===== config.mk =====
export PLATFORM = sky130hd
export DESIGN_NAME = register_stack_machine_execute_top
export DESIGN_NICKNAME = d
export VERILOG_FILES = /design/src/rtl/core/rsme_pkg.sv /design/src/rtl/core/register_stack_machine_execute_top.sv /design/src/rtl/core/rsme_ctrl.sv /design/src/rtl/core/rsme_dp.sv
export SDC_FILE = /design/constraint.sdc
export NUM_CORES = 2
export LEC_CHECK = 0
export BUFFER_PORTS_ARGS = -buffer_cell sky130_fd_sc_hd__buf_2
export CAP_MARGIN = 25
export CELL_PAD_IN_SITES_DETAIL_PLACEMENT = 1
export CELL_PAD_IN_SITES_GLOBAL_PLACEMENT = 2
export CORE_MARGIN = 10
export CORE_UTILIZATION = 35
export DETAILED_ROUTE_END_ITERATION = 10
export PLACE_DENSITY_LB_ADDON = 0.1
export SYNTH_ARGS = -nofsm -noshare
export SYNTH_HDL_FRONTEND = slang
export SYNTH_SLANG_ARGS = --single-unit
export TNS_END_PERCENT = 5

===== constraint.sdc =====
create_clock -name clk -period 17 [get_ports clk]
set_clock_uncertainty 0.2 [all_clocks]
set_input_delay 0.85 -clock clk [delete_from_list [all_inputs] [get_ports clk]]
set_output_delay 0.85 -clock clk [all_outputs]
set_load 0.005 [all_outputs]

===== src/rtl/core/rsme_pkg.sv =====
// ----------------------------------------------------------------------------
// rsme_pkg
// Types and constants shared by the register machine execute block.
// ----------------------------------------------------------------------------
package rsme_pkg;

	localparam int unsigned NumRegs    = 5;
	localparam int unsigned FrameSize  = 6;
	localparam int unsigned StackDepth = 64;
	localparam int unsigned ValueBits  = 32;
	localparam int unsigned AddrBits   = 16;
	localparam int unsigned SpBits     = $clog2(StackDepth + 1);
	localparam int unsigned SaBits     = $clog2(StackDepth);
	localparam int unsigned DivCntBits = $clog2(ValueBits + 1);

	typedef logic [2:0] action_t;
	localparam action_t ACT_ADD = 3'd0;
	localparam action_t ACT_SUB = 3'd1;
	localparam action_t ACT_MUL = 3'd2;
	localparam action_t ACT_DIV = 3'd3;
	localparam action_t ACT_CALL = 3'd4;
	localparam action_t ACT_RET = 3'd5;

	typedef logic [1:0] err_t;
	localparam err_t ERR_NONE = 2'd0;
	localparam err_t ERR_DIV0 = 2'd1;
	localparam err_t ERR_OVF  = 2'd2;

	typedef struct packed {
		logic [2:0]            action;
		logic [2:0]            dest_index;
		logic                  source_is_register;
		logic [2:0]            source_index;
		logic signed [31:0]    immediate;
		logic [15:0]           current_address;
		logic [15:0]           callee_address;
	} in_item_t;

	typedef struct packed {
		logic [15:0]        next_address;
		logic               done_res;
		logic signed [31:0] return_value;
		logic [1:0]         error;
	} out_item_t;

	typedef enum logic [3:0] {
		ST_IDLE,
		ST_ALU,
		ST_DIV,
		ST_DIVFIN,
		ST_PUSH,
		ST_POP,
		ST_OUT
	} state_t;

	typedef struct packed {
		logic       load;
		logic       alu_write;
		logic       div_start;
		logic       div_step;
		logic       div_write;
		logic       push;
		logic       call_fin;
		logic       pop_read;
		logic       pop_write;
		logic       ret_fin;
		logic       out_load;
	} cmd_t;

	typedef struct packed {
		action_t action;
		logic    div_zero;
		logic    div_last;
		logic    overflow;
		logic    stack_empty;
		logic    push_last;
		logic    pop_last;
	} status_t;

endpackage


===== src/rtl/core/register_stack_machine_execute_top.sv =====
// ----------------------------------------------------------------------------
// register_stack_machine_execute_top
// Executes one decoded instruction of a five-register machine per transfer.
// ----------------------------------------------------------------------------
// One instruction is taken at a time. Add, subtract and multiply, a division
// by zero, a call that would overflow the stack, a return with an empty stack
// and the unused action codes go from the ALU state straight to the output
// state. Division steps through the divider, which retires one quotient bit
// per cycle; call writes the six frame entries through the single stack
// memory write port, and return reads the frame back through the registered
// read port. A new input is taken in the cycle after a result is loaded into
// the output register; while that register holds a stalled result, the next
// result waits.
module register_stack_machine_execute_top (
	input  logic                 clk,
	input  logic                 arst_n,
	input  logic                 in_valid,
	output logic                 in_stall,
	input  rsme_pkg::in_item_t   in_data,
	output logic                 out_valid,
	input  logic                 out_stall,
	output rsme_pkg::out_item_t  out_data
);

	rsme_pkg::cmd_t cmd;
	rsme_pkg::status_t status;

	rsme_ctrl u_ctrl (
		.clk(clk), .arst_n(arst_n), .in_valid(in_valid), .in_stall(in_stall),
		.out_full(out_valid), .out_taken(!out_stall), .status(status), .cmd(cmd)
	);

	rsme_dp u_dp (
		.clk(clk), .arst_n(arst_n), .in_data(in_data), .cmd(cmd),
		.status(status), .result(out_data)
	);

	always_ff @(posedge clk or negedge arst_n) begin
		if (!arst_n) begin
			out_valid <= 1'b0;
		end else if (cmd.out_load) begin
			out_valid <= 1'b1;
		end else if (!out_stall) begin
			out_valid <= 1'b0;
		end
	end

endmodule


===== src/rtl/core/rsme_ctrl.sv =====
// ----------------------------------------------------------------------------
// rsme_ctrl
// Controller state machine sequencing arithmetic, division, call and return.
// ----------------------------------------------------------------------------
module rsme_ctrl (
	input  logic                clk,
	input  logic                arst_n,
	input  logic                in_valid,
	output logic                in_stall,
	input  logic                out_full,
	input  logic                out_taken,
	input  rsme_pkg::status_t   status,
	output rsme_pkg::cmd_t      cmd
);

	rsme_pkg::state_t state_q, state_d;

	always_ff @(posedge clk or negedge arst_n) begin
		if (!arst_n) begin
			state_q <= rsme_pkg::ST_IDLE;
		end else begin
			state_q <= state_d;
		end
	end

	always_comb begin
		state_d = state_q;
		cmd = '0;
		in_stall = 1'b1;
		case (state_q)
			rsme_pkg::ST_IDLE: begin
				in_stall = 1'b0;
				if (in_valid) begin
					cmd.load = 1'b1;
					state_d = rsme_pkg::ST_ALU;
				end
			end
			rsme_pkg::ST_ALU: begin
				case (status.action)
					rsme_pkg::ACT_ADD, rsme_pkg::ACT_SUB, rsme_pkg::ACT_MUL: begin
						cmd.alu_write = 1'b1;
						state_d = rsme_pkg::ST_OUT;
					end
					rsme_pkg::ACT_DIV: begin
						if (status.div_zero) begin
							state_d = rsme_pkg::ST_OUT;
						end else begin
							cmd.div_start = 1'b1;
							state_d = rsme_pkg::ST_DIV;
						end
					end
					rsme_pkg::ACT_CALL: begin
						state_d = status.overflow ? rsme_pkg::ST_OUT : rsme_pkg::ST_PUSH;
					end
					rsme_pkg::ACT_RET: begin
						if (status.stack_empty) begin
							state_d = rsme_pkg::ST_OUT;
						end else begin
							cmd.pop_read = 1'b1;
							state_d = rsme_pkg::ST_POP;
						end
					end
					default: state_d = rsme_pkg::ST_OUT;
				endcase
			end
			rsme_pkg::ST_DIV: begin
				cmd.div_step = 1'b1;
				if (status.div_last) begin
					state_d = rsme_pkg::ST_DIVFIN;
				end
			end
			rsme_pkg::ST_DIVFIN: begin
				cmd.div_write = 1'b1;
				state_d = rsme_pkg::ST_OUT;
			end
			rsme_pkg::ST_PUSH: begin
				cmd.push = 1'b1;
				if (status.push_last) begin
					cmd.call_fin = 1'b1;
					state_d = rsme_pkg::ST_OUT;
				end
			end
			rsme_pkg::ST_POP: begin
				cmd.pop_write = 1'b1;
				if (status.pop_last) begin
					cmd.ret_fin = 1'b1;
					state_d = rsme_pkg::ST_OUT;
				end else begin
					cmd.pop_read = 1'b1;
				end
			end
			rsme_pkg::ST_OUT: begin
				if (!out_full || out_taken) begin
					cmd.out_load = 1'b1;
					state_d = rsme_pkg::ST_IDLE;
				end
			end
			default: state_d = rsme_pkg::ST_IDLE;
		endcase
	end

endmodule


===== src/rtl/core/rsme_dp.sv =====
// ----------------------------------------------------------------------------
// rsme_dp
// Datapath: register file, call stack memory, divider and result register.
// ----------------------------------------------------------------------------
module rsme_dp (
	input  logic                 clk,
	input  logic                 arst_n,
	input  rsme_pkg::in_item_t   in_data,
	input  rsme_pkg::cmd_t       cmd,
	output rsme_pkg::status_t    status,
	output rsme_pkg::out_item_t  result
);

	localparam int unsigned VB = rsme_pkg::ValueBits;
	localparam int unsigned AB = rsme_pkg::AddrBits;
	localparam int unsigned SPB = rsme_pkg::SpBits;
	localparam int unsigned SAB = rsme_pkg::SaBits;

	rsme_pkg::in_item_t item_q;
	logic [VB-1:0] regs_q [rsme_pkg::NumRegs];
	logic [VB-1:0] stack_mem [rsme_pkg::StackDepth];
	logic [VB-1:0] rd_q;
	logic [SPB-1:0] sp_q;
	logic [2:0] cnt_q;
	logic [VB-1:0] a_val, b_val, alu_r;
	logic [AB-1:0] next_q, caller_q;
	logic done_q;
	rsme_pkg::err_t err_q;

	logic [VB-1:0] rem_q, quo_q, dvs_q;
	logic neg_q;
	logic [rsme_pkg::DivCntBits-1:0] dcnt_q;
	logic [VB:0] trial;
	logic [VB-1:0] rem_sh;
	logic err_div;

	always_comb begin
		a_val = (item_q.dest_index < 3'(rsme_pkg::NumRegs)) ? regs_q[item_q.dest_index] : '0;
		if (item_q.source_is_register) begin
			b_val = (item_q.source_index < 3'(rsme_pkg::NumRegs)) ?
				regs_q[item_q.source_index] : '0;
		end else begin
			b_val = VB'(item_q.immediate);
		end
		case (item_q.action)
			rsme_pkg::ACT_ADD: alu_r = a_val + b_val;
			rsme_pkg::ACT_SUB: alu_r = a_val - b_val;
			default: alu_r = a_val * b_val;
		endcase
	end

	assign rem_sh = {rem_q[VB-2:0], quo_q[VB-1]};
	assign trial = {1'b0, rem_sh} - {1'b0, dvs_q};

	always_comb begin
		status.action = item_q.action;
		status.div_zero = (b_val == '0);
		status.div_last = (dcnt_q == rsme_pkg::DivCntBits'(1));
		status.overflow = (32'(sp_q) + rsme_pkg::FrameSize > rsme_pkg::StackDepth);
		status.stack_empty = (32'(sp_q) < rsme_pkg::FrameSize);
		status.push_last = (cnt_q == 3'd5);
		status.pop_last = (cnt_q == 3'd0);
	end

	always_ff @(posedge clk) begin
		if (cmd.push) begin
			stack_mem[sp_q[SAB-1:0]] <= (cnt_q == 3'd5) ? VB'(item_q.current_address) :
				regs_q[cnt_q];
		end
		rd_q <= stack_mem[sp_q[SAB-1:0] - SAB'(1)];
	end

	always_ff @(posedge clk or negedge arst_n) begin
		if (!arst_n) begin
			sp_q <= '0;
			for (int i = 0; i < rsme_pkg::NumRegs; i++) begin
				regs_q[i] <= '0;
			end
		end else begin
			if (cmd.alu_write && item_q.dest_index < 3'(rsme_pkg::NumRegs)) begin
				regs_q[item_q.dest_index] <= alu_r;
			end
			if (cmd.div_write && item_q.dest_index < 3'(rsme_pkg::NumRegs)) begin
				regs_q[item_q.dest_index] <= neg_q ? -quo_q : quo_q;
			end
			if (cmd.push) begin
				sp_q <= sp_q + SPB'(1);
			end
			if (cmd.call_fin) begin
				for (int i = 0; i < rsme_pkg::NumRegs; i++) begin
					if (3'(i) != item_q.source_index) begin
						regs_q[i] <= '0;
					end
				end
			end
			if (cmd.pop_read) begin
				sp_q <= sp_q - SPB'(1);
			end
			if (cmd.pop_write && cnt_q != 3'd5 && cnt_q != item_q.dest_index) begin
				regs_q[cnt_q] <= rd_q;
			end
		end
	end

	always_ff @(posedge clk) begin
		if (cmd.load) begin
			item_q <= in_data;
			next_q <= in_data.current_address + AB'(1);
			done_q <= (in_data.action == rsme_pkg::ACT_RET) && status.stack_empty;
			err_q <= (in_data.action == rsme_pkg::ACT_CALL && status.overflow) ?
				rsme_pkg::ERR_OVF : rsme_pkg::ERR_NONE;
			cnt_q <= 3'd0;
		end
		if (cmd.div_start) begin
			rem_q <= '0;
			quo_q <= a_val[VB-1] ? -a_val : a_val;
			dvs_q <= b_val[VB-1] ? -b_val : b_val;
			neg_q <= a_val[VB-1] ^ b_val[VB-1];
			dcnt_q <= rsme_pkg::DivCntBits'(VB);
		end
		if (cmd.div_step) begin
			if (!trial[VB]) begin
				rem_q <= trial[VB-1:0];
				quo_q <= {quo_q[VB-2:0], 1'b1};
			end else begin
				rem_q <= rem_sh;
				quo_q <= {quo_q[VB-2:0], 1'b0};
			end
			dcnt_q <= dcnt_q - rsme_pkg::DivCntBits'(1);
		end
		if (cmd.push) begin
			cnt_q <= cnt_q + 3'd1;
		end
		if (cmd.call_fin) begin
			next_q <= item_q.callee_address + AB'(1);
		end
		if (cmd.pop_read && !cmd.pop_write) begin
			cnt_q <= 3'd5;
		end
		if (cmd.pop_write) begin
			if (cnt_q == 3'd5) begin
				caller_q <= rd_q[AB-1:0];
			end
			cnt_q <= cnt_q - 3'd1;
		end
		if (cmd.ret_fin) begin
			next_q <= caller_q + AB'(1);
		end
	end

	assign err_div = item_q.action == rsme_pkg::ACT_DIV && status.div_zero;

	always_ff @(posedge clk) begin
		if (cmd.out_load) begin
			result.next_address <= next_q;
			result.done_res <= done_q;
			result.return_value <= done_q ? a_val : '0;
			result.error <= err_div ? rsme_pkg::ERR_DIV0 : err_q;
		end
	end

endmodule


==> metrics.txt <==
die area=373000 µm²; setup TNS=0 ps; sequential fraction of the synthesis area=60.9%; Clock Sinks=2515; GPL Wtd Cong=0.864; Placement Setup Slack=5960 ps; WS Path Type=reg2reg; total track usage=23.4%; Core ar.=347000 µm²; most common cell after layout, fill and taps aside=edfxtp_1; max_slew headroom=19.3%; hold wc startpoint=out_stall; Final Non-Filler Cells=12900; post-route setup slack=5890 ps; Tmin final=11110 ps; DR pass1 iterations=7; Largest stage delay, worst path=790 ps; Max stage delay cell, worst path=a221o_1; max-cap viol count=0; Initial DRC Count=7440; EDFF count, synth=2312; r2r endpoint=u_dp.regs_q[125]; total gr overflow=0; crit end category=flop; I/O pin cnt=131; syn_area_per_cell=15.8 µm²; CTS tree=done; Fmax=0.0900 GHz; setup slack, reg-to-reg=5890 ps; synthesized area=122000 µm²; Ys Warns=0; row cnt=216; largest net degree at the start of global routing=113; CP Max Fanout=32; DRC=0; cts bufs inserted=291; Syn Nets=8396; CTS clk-pin slew, worst paths=60 ps; synth unique cells=102; outcome=finished, final reports clean; share of cells above drive strength 1=21.4%; Worst EP arrival=11740 ps; critical path launch point=u_dp.item_q[68]; post-DR vias/cell=5.69; worst hold path cell count=3; register area=74400 µm²; final wirelength=445000 µm; worst reg2reg path depth=32; CP startpoint kind=flop; Post-CTS Resized=0; root buffer cell=clkbuf_16; Worst Tran Pin Value=1210 ps; H-tree levels=5; Routed Antenna Nets=0; Die H=611 µm; Top cell by count, worst path=fa_1; Synth Register Bits=2515; IO Port Bufs=130; prevailing post-synth register cell=edfxtp_1; Die X=611 µm; cell count after synthesis=7705; detailed placement HPWL=290000 µm; hold violation count in the final report=0; Tightest Hold Check Type=in2reg; vias in the first global route=78300; Final Setup Violations=0; Starting Density=35.2%; Fillers=34000; Placed Instances=12300; Worst Path Required=17630 ps; Via Count=73400; Multi-input gate area=45400 µm²; post-DR wirelength/cell=34.5 µm; Area Overhead vs Synth=15.0%; initial antenna violation count=21; worst skew pair latency=920 ps; Worst Hold End=out_valid; final worst-path cycle share=65.3%; most frequent cells in the layout=edfxtp_1, mux4_2, nor2_1; global-route wire length before repair=625000 µm; fin nets=8773; worst r2r src=u_dp.item_q[68]; Finished Core Util=40.5%; RSZ-0062 raised after global routing=no; Async S/R FF share, synth=6.80%; max-slew violations=0; Clock Tree Buf Depth=4
## per-stage QoR
| stage | area (µm²) | hold slack (ps) |
|---|---|---|
| floorplan | 122000 | 200 |
| global placement | 130000 | 206 |
| detailed placement | 130000 | 209 |
| CTS | 140000 | 20.5 |
| global route | 140000 | 66.1 |
| finish | 140000 | 74.9 |
## Yosys cell counts (16+ instances only)
master,instances,area share (%)
a31oi_1,17,0.087
nand2b_1,78,0.40
nand3_1,57,0.23
o211ai_1,17,0.10
inv_1,463,1.4
o31ai_1,27,0.17
xnor2_1,195,1.4
and2_1,30,0.15
edfxtp_1,2312,57
o221ai_1,32,0.23
and3_1,21,0.11
a21o_1,45,0.28
nand4_1,22,0.11
o21a_1,31,0.19
clkbuf_1,319,0.98
nand2_1,452,1.4
a221oi_1,28,0.20
nor2_1,700,2.2
mux4_2,713,13
a22oi_1,41,0.25
a221o_1,42,0.34
o21bai_1,16,0.098
o21ai_1,36,0.15
dfrtp_1,171,3.5
nor3_1,49,0.20
fa_1,411,6.7
xor2_1,81,0.58
ha_1,202,2.1
mux2i_1,140,1.1
a222oi_1,45,0.37
a22o_1,20,0.14
dfxtp_1,32,0.52
nor2b_1,33,0.17
a211oi_1,38,0.23
o21ai_0,215,0.88
a21oi_1,229,0.94
o22a_1,18,0.13
buf_1,89,0.27
buf_2,17,0.070
## how the worst max path moves through the flow
| stage | depth (start not counted) | slack, ps | to |
|---|---|---|---|
| 6_report | 32 | 5890 | u_dp.regs_q[125] |
| 5_1_grt | 32 | 5480 | u_dp.regs_q[61] |
| 4_1_cts | 32 | 5930 | u_dp.regs_q[29] |
| 3_5_place_dp | 32 | 5960 | u_dp.regs_q[29] |
| 3_3_place_gp | 32 | 6070 | u_dp.regs_q[29] |
| 2_1_floorplan | 30 | 7910 | u_dp.regs_q[31] |
## area by class of cell
class	count	area share, %
clock buffer	380	5.55
sequential	2515	53.0
tap	4578	4.08
multi-input combinational	4274	32.3
clock inverter	143	0.924
inverter	479	1.28
timing repair buffer	521	2.86
antenna	8	0.0143
## timing repair
item	CTS	global route
buffers inserted	0	0
endpoints found under the hold margin	165	0
hold buffers	75	0
## cell families (layout without fill, tap and decap cells)
kind of cell	Yosys count	count (layout)	share of synthesized area, %
buffers and inverters	916	1523	2.90
AND/OR/NAND/NOR	1517	1517	5.40
flip-flops	2515	2515	60.9
multiplexers	868	868	14.4
AO/OA/AOI/OAI	997	997	5.55
XOR/XNOR	279	279	2.03
other	0	8	0
adder cells (fa/ha/maj)	613	613	8.81
## flip-flops by register name, indices dropped and copies added, names as in the netlist
register and flops:
u_dp.result 51, u_dp.status 3, out_valid 1, u_dp.err_q 1
u_dp.stack_mem 2048, u_dp.rem_q 31, u_dp.cnt_q 3, u_dp.dcnt_q 6
u_dp.dvs_q 32, u_dp.done_q 1, u_dp.neg_q 1, u_dp.next_q 16
u_dp.sp_q 7, u_dp.regs_q 160, u_dp.caller_q 16, u_dp.rd_q 32
u_dp.quo_q 32, u_dp.item_q 71, u_ctrl.state_q 3
## worst max-delay path: cells and delay by family (launching register included)
kind / cells / cell delay (ps)
AO/OA/AOI/OAI: 11 / 3260
XOR/XNOR: 1 / 110
adder cells (fa/ha/maj): 9 / 3690
buffers and inverters: 7 / 2550
flip-flops: 1 / 320
AND/OR/NAND/NOR: 4 / 800
## layer usage
layer  GRT usage (%)  part of all wire (%)
met5               0                0.0016
met4            7.77                   3.8
met3            3.00                   4.9
met2            39.0                    48
met1            31.8                    43
Power is not shown: default switching activity piles up to over one toggle a cycle in this logic, so the estimate is an artifact.
